==> src/hw/rtl/npc_pkg.sv <==
// shared types, constants and helper functions for the nearest palette color block
`timescale 1ns / 1ps

package npc_pkg;

  localparam int unsigned CH_W        = 8;
  localparam int unsigned COLOR_W     = 24;
  localparam int unsigned IDX_W       = 3;
  localparam int unsigned REG_COUNT   = 8;
  localparam int unsigned REG_IDX_W   = 3;
  localparam int unsigned CFG_INDEX_W = 8;
  localparam int unsigned SCALE_W     = 16;
  localparam int unsigned DIST_W      = 18;
  localparam int unsigned MID_DEPTH   = 2;
  localparam int unsigned OUT_DEPTH   = 8;
  localparam int unsigned CREDIT_W    = 4;

  // 255 * 256, split into the two halves used by the divider stages
  localparam logic [SCALE_W-1:0] FULL_SCALE = 16'hFF00;

  typedef logic [CH_W-1:0] chan_t;

  typedef struct packed {
    logic  gray;
    chan_t red;
    chan_t green;
    chan_t blue;
    chan_t top;
  } item_t;

  typedef logic [REG_COUNT-1:0][COLOR_W-1:0] palette_t;

  localparam palette_t PAL_RESET = {
    24'hFFFFFF, 24'h00FFFF, 24'hFF00FF, 24'h0000FF,
    24'hFFFF00, 24'h00FF00, 24'hFF0000, 24'h000000
  };

  typedef struct packed {
    chan_t quot;
    chan_t rem;
  } div_part_t;

  // eight restoring division steps
  function automatic div_part_t div_steps(chan_t num, chan_t rem_in, chan_t den);
    div_part_t  res;
    logic [8:0] r;
    r = {1'b0, rem_in};
    res.quot = '0;
    for (int i = 7; i >= 0; i--) begin
      r = {r[7:0], num[i]};
      if (r >= {1'b0, den}) begin
        r = r - {1'b0, den};
        res.quot[i] = 1'b1;
      end
    end
    res.rem = r[7:0];
    return res;
  endfunction

  function automatic logic [SCALE_W-1:0] abs_diff(logic [SCALE_W-1:0] a,
                                                  logic [SCALE_W-1:0] b);
    return (a > b) ? (a - b) : (b - a);
  endfunction

endpackage

==> src/hw/rtl/npc_fifo.sv <==
// small register queue with push/full and pop/empty sides
`timescale 1ns / 1ps

module npc_fifo #(
  parameter int unsigned WIDTH = 8,
  parameter int unsigned DEPTH = 2
) (
  input  logic             clk_i,
  input  logic             rst_ni,
  input  logic             push_i,
  input  logic [WIDTH-1:0] data_i,
  output logic             full_o,
  input  logic             pop_i,
  output logic [WIDTH-1:0] data_o,
  output logic             empty_o
);

  localparam int unsigned PTR_W = (DEPTH > 1) ? $clog2(DEPTH) : 1;
  localparam int unsigned CNT_W = $clog2(DEPTH + 1);

  logic [WIDTH-1:0] mem_q [DEPTH];
  logic [PTR_W-1:0] wr_ptr_q, wr_ptr_d;
  logic [PTR_W-1:0] rd_ptr_q, rd_ptr_d;
  logic [CNT_W-1:0] cnt_q, cnt_d;
  logic             do_push, do_pop;

  assign full_o  = (cnt_q == CNT_W'(DEPTH));
  assign empty_o = (cnt_q == '0);
  assign data_o  = mem_q[rd_ptr_q];
  assign do_push = push_i & ~full_o;
  assign do_pop  = pop_i & ~empty_o;

  always_comb begin
    wr_ptr_d = wr_ptr_q;
    rd_ptr_d = rd_ptr_q;
    if (do_push) begin
      wr_ptr_d = (wr_ptr_q == PTR_W'(DEPTH - 1)) ? '0 : wr_ptr_q + 1'b1;
    end
    if (do_pop) begin
      rd_ptr_d = (rd_ptr_q == PTR_W'(DEPTH - 1)) ? '0 : rd_ptr_q + 1'b1;
    end
    cnt_d = cnt_q + CNT_W'(do_push) - CNT_W'(do_pop);
  end

  always_ff @(posedge clk_i or negedge rst_ni) begin
    if (!rst_ni) begin
      wr_ptr_q <= '0;
      rd_ptr_q <= '0;
      cnt_q    <= '0;
    end else begin
      wr_ptr_q <= wr_ptr_d;
      rd_ptr_q <= rd_ptr_d;
      cnt_q    <= cnt_d;
    end
  end

  always_ff @(posedge clk_i) begin
    if (do_push) begin
      mem_q[wr_ptr_q] <= data_i;
    end
  end

endmodule

==> src/hw/rtl/npc_front.sv <==
// front end: gray detection and largest component of an incoming pixel
`timescale 1ns / 1ps

module npc_front (
  input  npc_pkg::chan_t red_i,
  input  npc_pkg::chan_t green_i,
  input  npc_pkg::chan_t blue_i,
  output npc_pkg::item_t item_o
);

  npc_pkg::chan_t top_rg;

  assign top_rg = (green_i > red_i) ? green_i : red_i;

  always_comb begin
    item_o.gray  = (red_i == green_i) && (red_i == blue_i);
    item_o.red   = red_i;
    item_o.green = green_i;
    item_o.blue  = blue_i;
    item_o.top   = (blue_i > top_rg) ? blue_i : top_rg;
  end

endmodule

==> src/hw/rtl/npc_back.sv <==
// back end: scale division, normalization, palette distances and best match
`timescale 1ns / 1ps

module npc_back #(
  parameter int unsigned NUM_COLORS = 8
) (
  input  logic                           clk_i,
  input  logic                           rst_ni,
  input  npc_pkg::item_t                 item_i,
  input  logic                           item_valid_i,
  output logic                           item_pop_o,
  input  npc_pkg::palette_t              palette_i,
  input  logic                           res_pop_i,
  output logic                           res_valid_o,
  output logic [npc_pkg::IDX_W-1:0]      res_index_o
);

  localparam int unsigned SW = npc_pkg::SCALE_W;
  localparam int unsigned DW = npc_pkg::DIST_W;
  localparam int unsigned CW = npc_pkg::CREDIT_W;

  // credits cover the pipeline plus the result queue
  logic [CW-1:0] credit_q, credit_d;

  logic                 s1_valid_q;
  npc_pkg::item_t       s1_item_q;
  npc_pkg::div_part_t   s1_div_q;
  npc_pkg::div_part_t   div_hi, div_lo;

  logic                 s2_valid_q;
  npc_pkg::item_t       s2_item_q;
  logic [SW-1:0]        s2_scale_q;

  logic                 s3_valid_q, s3_gray_q, s3_hi_q;
  logic [SW-1:0]        s3_prod_q [3];
  logic [SW+7:0]        prod_r, prod_g, prod_b;

  logic                 s4_valid_q, s4_gray_q, s4_hi_q;
  logic [DW-1:0]        s4_dist_q [NUM_COLORS];
  logic [DW-1:0]        pal_dist [NUM_COLORS];

  logic                 s5_valid_q;
  logic [npc_pkg::IDX_W-1:0] s5_index_q, best_idx;
  logic [DW-1:0]        best_dist;

  assign item_pop_o = item_valid_i &&
                      ((credit_q < CW'(npc_pkg::OUT_DEPTH)) || res_pop_i);
  assign credit_d   = credit_q + CW'(item_pop_o) - CW'(res_pop_i);

  assign div_hi = npc_pkg::div_steps(npc_pkg::FULL_SCALE[15:8], '0, item_i.top);
  assign div_lo = npc_pkg::div_steps(npc_pkg::FULL_SCALE[7:0], s1_div_q.rem,
                                     s1_item_q.top);

  assign prod_r = s2_item_q.red   * s2_scale_q;
  assign prod_g = s2_item_q.green * s2_scale_q;
  assign prod_b = s2_item_q.blue  * s2_scale_q;

  always_comb begin
    for (int k = 0; k < NUM_COLORS; k++) begin
      pal_dist[k] = DW'(npc_pkg::abs_diff({palette_i[k][23:16], 8'h00}, s3_prod_q[0]))
                  + DW'(npc_pkg::abs_diff({palette_i[k][15:8], 8'h00}, s3_prod_q[1]))
                  + DW'(npc_pkg::abs_diff({palette_i[k][7:0], 8'h00}, s3_prod_q[2]));
    end
  end

  always_comb begin
    best_dist = s4_dist_q[0];
    best_idx  = '0;
    for (int k = 1; k < NUM_COLORS; k++) begin
      if (s4_dist_q[k] < best_dist) begin
        best_dist = s4_dist_q[k];
        best_idx  = npc_pkg::IDX_W'(k);
      end
    end
    if (s4_gray_q) begin
      best_idx = s4_hi_q ? npc_pkg::IDX_W'(NUM_COLORS - 1) : '0;
    end
  end

  always_ff @(posedge clk_i or negedge rst_ni) begin
    if (!rst_ni) begin
      credit_q   <= '0;
      s1_valid_q <= 1'b0;
      s2_valid_q <= 1'b0;
      s3_valid_q <= 1'b0;
      s4_valid_q <= 1'b0;
      s5_valid_q <= 1'b0;
    end else begin
      credit_q   <= credit_d;
      s1_valid_q <= item_pop_o;
      s2_valid_q <= s1_valid_q;
      s3_valid_q <= s2_valid_q;
      s4_valid_q <= s3_valid_q;
      s5_valid_q <= s4_valid_q;
    end
  end

  always_ff @(posedge clk_i) begin
    s1_item_q    <= item_i;
    s1_div_q     <= div_hi;
    s2_item_q    <= s1_item_q;
    s2_scale_q   <= {s1_div_q.quot, div_lo.quot};
    s3_gray_q    <= s2_item_q.gray;
    s3_hi_q      <= s2_item_q.red[7];
    s3_prod_q[0] <= prod_r[SW-1:0];
    s3_prod_q[1] <= prod_g[SW-1:0];
    s3_prod_q[2] <= prod_b[SW-1:0];
    s4_gray_q    <= s3_gray_q;
    s4_hi_q      <= s3_hi_q;
    for (int k = 0; k < NUM_COLORS; k++) begin
      s4_dist_q[k] <= pal_dist[k];
    end
    s5_index_q   <= best_idx;
  end

  assign res_valid_o = s5_valid_q;
  assign res_index_o = s5_index_q;

endmodule

==> src/hw/rtl/nearest_palette_color.sv <==
// top level of the nearest palette color matcher
`timescale 1ns / 1ps

// Maps each RGB pixel to the index of the closest of NUM_COLORS palette
// entries (sum of absolute differences after brightness normalization;
// lowest index wins ties; pure gray pixels give 0 below 128, else the last
// index). Sustained rate is one pixel per clock while results are popped as
// fast. A pixel passes through two queues and a five-stage back pipeline
// (two radix-256 halves of the scale division, the multiply, the distances,
// the minimum search). The result queue holds eight entries and the back
// pipeline only takes a pixel when a queue slot is reserved for it. Palette
// registers are written through the configuration channel, which is always
// ready, and should only be written while no pixel is in flight.

module nearest_palette_color #(
  parameter int unsigned NUM_COLORS = 8
) (
  input  logic                              clk_i,
  input  logic                              rst_ni,
  input  logic                              push,
  output logic                              full,
  input  logic [npc_pkg::CH_W-1:0]          red_i,
  input  logic [npc_pkg::CH_W-1:0]          green_i,
  input  logic [npc_pkg::CH_W-1:0]          blue_i,
  output logic                              empty,
  input  logic                              pop,
  output logic [npc_pkg::IDX_W-1:0]         color_index_o,
  input  logic                              cfg_valid_i,
  output logic                              cfg_ready_o,
  input  logic [npc_pkg::CFG_INDEX_W-1:0]   cfg_index_i,
  input  logic [npc_pkg::COLOR_W-1:0]       cfg_data_i
);

  localparam int unsigned ITEM_W = $bits(npc_pkg::item_t);

  npc_pkg::palette_t   palette_q;
  npc_pkg::item_t      front_item, back_item;
  logic [ITEM_W-1:0]   mid_data;
  logic                mid_empty, mid_pop;
  logic                res_valid;
  logic [npc_pkg::IDX_W-1:0] res_index;
  logic                out_pop;

  assign cfg_ready_o = 1'b1;
  assign out_pop     = pop & ~empty;

  always_ff @(posedge clk_i or negedge rst_ni) begin
    if (!rst_ni) begin
      palette_q <= npc_pkg::PAL_RESET;
    end else if (cfg_valid_i && cfg_ready_o &&
                 (cfg_index_i < npc_pkg::CFG_INDEX_W'(npc_pkg::REG_COUNT))) begin
      palette_q[cfg_index_i[npc_pkg::REG_IDX_W-1:0]] <= cfg_data_i;
    end
  end

  npc_front u_front (
    .red_i   (red_i),
    .green_i (green_i),
    .blue_i  (blue_i),
    .item_o  (front_item)
  );

  npc_fifo #(
    .WIDTH (ITEM_W),
    .DEPTH (npc_pkg::MID_DEPTH)
  ) u_mid_fifo (
    .clk_i   (clk_i),
    .rst_ni  (rst_ni),
    .push_i  (push),
    .data_i  (front_item),
    .full_o  (full),
    .pop_i   (mid_pop),
    .data_o  (mid_data),
    .empty_o (mid_empty)
  );

  assign back_item = mid_data;

  npc_back #(
    .NUM_COLORS (NUM_COLORS)
  ) u_back (
    .clk_i        (clk_i),
    .rst_ni       (rst_ni),
    .item_i       (back_item),
    .item_valid_i (~mid_empty),
    .item_pop_o   (mid_pop),
    .palette_i    (palette_q),
    .res_pop_i    (out_pop),
    .res_valid_o  (res_valid),
    .res_index_o  (res_index)
  );

  npc_fifo #(
    .WIDTH (npc_pkg::IDX_W),
    .DEPTH (npc_pkg::OUT_DEPTH)
  ) u_out_fifo (
    .clk_i   (clk_i),
    .rst_ni  (rst_ni),
    .push_i  (res_valid),
    .data_i  (res_index),
    .full_o  (),
    .pop_i   (pop),
    .data_o  (color_index_o),
    .empty_o (empty)
  );

endmodule

==> config.mk <==
export PLATFORM = sky130hd
export DESIGN_NAME = nearest_palette_color
export DESIGN_NICKNAME = d
export VERILOG_FILES = /design/src/hw/rtl/npc_pkg.sv /design/src/hw/rtl/npc_fifo.sv /design/src/hw/rtl/npc_front.sv /design/src/hw/rtl/npc_back.sv /design/src/hw/rtl/nearest_palette_color.sv
export SDC_FILE = /design/constraint.sdc
export NUM_CORES = 2
export LEC_CHECK = 0
export ABC_AREA = 1
export BUFFER_PORTS_ARGS = -buffer_cell sky130_fd_sc_hd__buf_2
export CAP_MARGIN = 20
export CORE_MARGIN = 4
export CORE_UTILIZATION = 30
export CTS_CLUSTER_SIZE = 8
export DETAILED_ROUTE_END_ITERATION = 8
export PLACE_DENSITY = 0.55
export SYNTH_ARGS = -nofsm -noshare
export SYNTH_HDL_FRONTEND = slang
export SYNTH_SLANG_ARGS = --single-unit
export TNS_END_PERCENT = 10
==> constraint.sdc <==
create_clock -name clk_i -period 12.5 [get_ports clk_i]
set_clock_uncertainty 0.1 [all_clocks]
set_input_delay 1.25 -clock clk_i [delete_from_list [all_inputs] [get_ports clk_i]]
set_output_delay 1.25 -clock clk_i [all_outputs]
set_load 0.02 [all_outputs]
# Word level (Yosys, flattened, before mapping)
# Memories as Yosys holds them, arrays and structs flattened.
# Index checks and enable logic that the tools add are counted.
# totals
ff_bits	312
ram_bits	282
in_bits	61
output_inout_bits	6
n_memories	4
# mem_list
memory	depth	width	rd	rd_clocked_by_memory_dff	write_ports	line_no	source
u_back.s4_dist_q	8	18	8	0	8	npc_back.sv:39	logic [DW-1:0] s4_dist_q [NUM_COLORS];
u_mid_fifo.mem_q	2	33	1	0	1	npc_fifo.sv:21	logic [WIDTH-1:0] mem_q [DEPTH];
u_back.s3_prod_q	3	16	3	0	3	npc_back.sv:35	logic [SW-1:0] s3_prod_q [3];
u_out_fifo.mem_q	8	3	1	0	1	npc_fifo.sv:21	
# op_classes
n_addsub	89
multipliers	3
order_cmp	53
n_eq_ne	6
muxes	83
bitwise	8
n_reduce_logical	7
# ops
operator	n
16-bit subtractor	48
16-bit > comparator	24
16-bit 2-to-1 mux	24
192-bit bitwise mux	1
18-bit by 16-bit adder with 18-bit output	8
16-bit by 16-bit adder with 17-bit output	8
8-bit 2-to-1 mux	17
9-bit by 8-bit >= comparator with 1-bit output	15
18-bit < comparator	7
8-bit subtractor	14
18-bit 2-to-1 mux	6
24-bit demux with 3-bit select	1
8-bit by 16-bit multiplier with 16-bit output	3
24-bit 2-to-1 mux	1
3-bit 2-to-1 mux	8
1-bit 2-to-1 mux	23
8-bit equality test	2
8-bit > comparator	2
4-bit by 1-bit adder with 4-bit output	2
1-bit by 8-bit >= comparator with 1-bit output (first input constant)	1
8-bit by 4-bit < comparator with 1-bit output (second input constant)	1
1-bit by 8-bit subtractor with 8-bit output (first input constant)	1
4-bit by 1-bit subtractor with 4-bit output	2
3-bit by 1-bit adder with 3-bit output (second input constant)	2
other kinds (16)	28

# Logic depth before layout (Yosys ltp)
# An unclocked memory read counts as a cell.
# logic_depth
word_depth	17
mapped_depth	99
depth_no_buf	94

# Cells and area by module
# From an unflattened synthesis, not the netlist that was laid out.
# hier_totals
cells_unflattened	7718
hier_area_um2	59848.6
# by_module_without_submodules
mod	n_inst	cells_per_inst	area_each_um2
npc_back	1	6274	46377.0
nearest_palette_color	1	899	8085.3
npc_fifo (u_mid_fifo)	1	206	2695.1
npc_fifo (u_out_fifo)	1	182	1741.7
npc_front	1	157	949.7

# Least setup slack after synthesis
# No wires, ideal clock.
# synth_timing
kind	register to register
start	register u_mid_fifo.rd_ptr_q
end	register u_back.s1_div_q[1] in the netlist's numbering
setup_time_ns	0.067
arrival_time_ns	13.596
t_required_ns	12.333
slack_ns	-1.263
stages_incl_launch_ff	92
path_buffers	4
synth_period_minus_slack_ns	13.763
path_cell_list	dfrtp_1 > buf_4 > o21ai_2 > ha_1 > nand2_1 > nor2_1 > nand4_1 > nand2_2 > inv_1 > nor2_1 > ha_1 > inv_1 > fa_1 > a21oi_1 > o21ai_0 > a21o_1 > a21oi_1 > nor2_1 > [... 56 more ...] > a221oi_1 > nand2_4 > nand2_1 > o21a_1 > inv_1 > fa_1 > nand3_1 > nand2_1 > a21oi_1 > inv_1 > a21oi_1 > o31ai_1 > a21oi_1 > o21a_4 > nand2_4 > inv_6 > nand2_1 > o21ai_2
# synth_rtl
element	line_no	source
start: declaration	npc_fifo.sv:23	logic [PTR_W-1:0] rd_ptr_q, rd_ptr_d;
start signal: assignment	npc_fifo.sv:52	rd_ptr_q <= rd_ptr_d;
end signal: assignment	npc_back.sv:100	s1_div_q <= div_hi;
end: declaration	npc_back.sv:27	npc_pkg::div_part_t s1_div_q;

==> results.md <==
* Critical R2R Capture: u_back.s2_scale_q[0]
* Clock tree from TritonCTS: done
* Total wire length at roughly 210 mm
* Hold Path Stages at 0
* Grt ovf at 0
* Cells after Synth at between 7,000 and 8,000
* Worst min path class: flop to flop
* Hold path startpoint: u_back.s1_item_q[30]
* CP max stage cell: ha_2
* Number of synthesized register bits at 586
* DRC violations left at 0
* CTS Buf Count at 87
* Final hold violation count at 0
* Initial antenna violation count at 6
* Antenna viol nets, final at 0
* Hold buffer count at cts at 0
* Failing checks: negative setup slack
* Synth cell types at between 70 and 80
* Dominant synthesized flop cell: dfxtp_1
* CTS Root Cell: clkbuf_16
* Fraction of registers with async set/reset at 0.367
* Total track usage at 0.197
* H-Tree Depth at 3
* Critical path startpoint category: flop
* Critical Path Most Common Cell: a21oi_2
* Worst Path Required at roughly 13 ns
* Worst Max-Slew Pin Slew at 1.13 ns
* Max Root-Sink Buffers at 3
* Die Width at between 400 and 500 um
* Avg WL per Cell at 18.8 um
* Slew headroom at 0.248
* Die area at just over 200,000 um2
* Final min period at approximately 13 ns
* R2R depth at 91
* CTS sink cnt at just under 600
* Vias in the first global route at between 50,000 and 60,000
* CP peak stage delay at between 0.3 and 0.4 ns
* # rows at between 150 and 200
* RSZ-0062 raised after global routing: true
* Effective utilization at floorplan at 0.302
* Syn Area/Cell at 7.68 um2
* CP max FO at 7
* Detailed Route Iter0 Violations at between 4,000 and 5,000
* Final Max Tran Viols at 0
* R2r setup slk at -0.30 ns
* Critical R2R Launch: u_back.s1_item_q[1]
* Final net count at about 9,400
* Hold worst-path end: u_back.s2_item_q[30]
* Number of synthesized flops with an enable pin at 90
* Worst-Skew Late Latency at about 0.74 ns
* Core Area at about 200,000 um2
* Routed via count at about 54,000
* First-pass iteration count of the detailed router at 8
* Final setup viols at 4
* Syn Std Cell Area at 59,800 um2
* RePlAce Congestion at approximately 0.94
* Die height at between 400 and 500 um
* Dpl cells at roughly 11,000
* Synth Warn # at 0
* Dpl hpwl at 163 mm
* Io pins at 67
* Final worst-path cycle share at 1.02
* Sequential area share after synthesis at 0.231
* DR vias/cell at between 4 and 5
* Finished Layout Cells at 11,000
* Post-Route Setup TNS at -0.337 ns
* Status: finished with violations
* Mapped Nets at approximately 9,000
* Element type at the critical path end: flop
* CP Class: flop to flop
* Worst-path clk slew at about 0.06 ns
* # Max-Cap Violations at 0
* Fmax at 78.1 MHz
* CP arrival at about 13 ns
* First-pass GRT wire length at 313 mm
* Largest net degree at the start of global routing at between 60 and 70
* Port bufs at 65
* Layout cells sized above 1 at 0.120
* Area Overhead vs Synth at 16.9%
* Final worst-path setup slack at -0.303 ns
## registers in the layout, summed over array words and instances, names as in the netlist, 16 cells and up
name               flops
palette_q            192
u_back.s4_dist_q     136
u_mid_fifo.mem_q      66
u_back.s3_prod_q      48
u_back.s1_item_q      33
u_back.s2_item_q      25
u_out_fifo.mem_q      24
u_back.s1_div_q       16
u_back.s2_scale_q     16
## cell usage in the layout, fill, tap and decap left out, types with 91 or more instances in the layout
cell type / instances
a21oi_1: 592
buf_4: 498
clkbuf_16: 91
dfrtp_1: 119
dfstp_2: 96
dfxtp_1: 280
fa_1: 224
ha_1: 885
inv_1: 1192
nand2_1: 1584
nand3_1: 212
nor2_1: 263
o21ai_0: 715
o21bai_1: 104
xnor2_1: 205
xor2_1: 390
## stage by stage
step	worst slack, ns	instance area (um2)	utilization	hold WS, ns
3_5_place_dp	-0.582	66600	0.336	0.212
6_report	-0.303	69900	0.353	0.191
4_1_cts	-0.116	69400	0.351	0.175
5_1_grt	-1.20	69900	0.353	0.196
3_3_place_gp	-0.342	66600	0.336	0.210
2_1_floorplan	-0.221	60000	-	0.210
## worst max-delay path: cells and delay by family, from the launching register on
family | cells | cell delay, ns
AND/OR/NAND/NOR | 34 | 3.73
adder cells (fa/ha/maj) | 8 | 2.13
flip-flops | 1 | 0.34
buffers and inverters | 10 | 0.77
AO/OA/AOI/OAI | 39 | 5.62
## synth_stat cells, types with 11 or more instances
cell type / number / area (um2)
a211oi_1: 45 / 338
a21o_1: 21 / 158
a21oi_1: 620 / 3100
a221o_1: 18 / 180
a221oi_1: 14 / 123
a31oi_1: 23 / 144
clkbuf_1: 183 / 687
dfrtp_1: 119 / 2980
dfstp_2: 96 / 2520
dfxtp_1: 281 / 5630
edfxtp_1: 90 / 2700
fa_1: 230 / 4600
ha_1: 903 / 11300
inv_1: 1198 / 4500
inv_2: 14 / 52.6
mux2i_1: 33 / 330
nand2_1: 1598 / 6000
nand2_2: 12 / 75.1
nand3_1: 214 / 1070
nand4_1: 27 / 169
nor2_1: 273 / 1020
nor3_1: 54 / 270
nor4_1: 17 / 106
o211ai_1: 16 / 120
o21a_1: 12 / 90.1
o21ai_0: 757 / 3790
o21ai_1: 30 / 150
o21ai_2: 11 / 96.3
o21bai_1: 106 / 796
o221ai_1: 24 / 210
o31ai_1: 14 / 105
xnor2_1: 205 / 1800
xor2_1: 390 / 3420
## worst max path at each step
stage	start	endpoint	slack, ns	cells after the start
finish	u_back.s1_item_q[1]	u_back.s2_scale_q[0]	-0.30	91
detailed placement	u_back.s1_item_q[1]	u_back.s2_scale_q[0]	-0.58	90
global route	u_back.s1_item_q[1]	u_back.s2_scale_q[0]	-1.20	91
floorplan	u_back.s1_item_q[1]	u_back.s2_scale_q[0]	-0.22	96
global placement	u_mid_fifo.rd_ptr_q	u_back.s1_div_q[1]	-0.34	90
CTS	u_back.s1_item_q[1]	u_back.s2_scale_q[0]	-0.12	91
## repair_timing
item                                    CTS  global route
cloned                                    0             2
gates resized for setup                  56            89
hold endpoints to repair                  0             0
endpoints found under the setup margin   13            14
pin swaps                                32            43
buffers inserted                         13             8
## per-layer routing
metal  track usage  part of all wire
met5             0                 0
met4        0.0620             0.034
met3        0.0287             0.062
met2         0.323              0.45
met1         0.266              0.45
## cells by family after synthesis
kind of cell | synth area share
flops | 0.231
compound gates | 0.167
fa+ha+maj | 0.266
mux | 0.00552
simple gates | 0.153
other cells | 0.0000627
buf+inv | 0.0906
xor+xnor | 0.0872
## layout make-up
class	instances	area, um2
timing repair buffer	575	4260
tap	2640	3300
inverter	1220	4610
fill	20800	128000
multi-input combinational	5782	41300
clock inverter	10	106
antenna	2	5.00
sequential	586	13800
timing repair inverter	1	5.00
clock buffer	143	2520
Power is not shown: default switching activity piles up to over one toggle a cycle in this logic, so the estimate is an artifact.
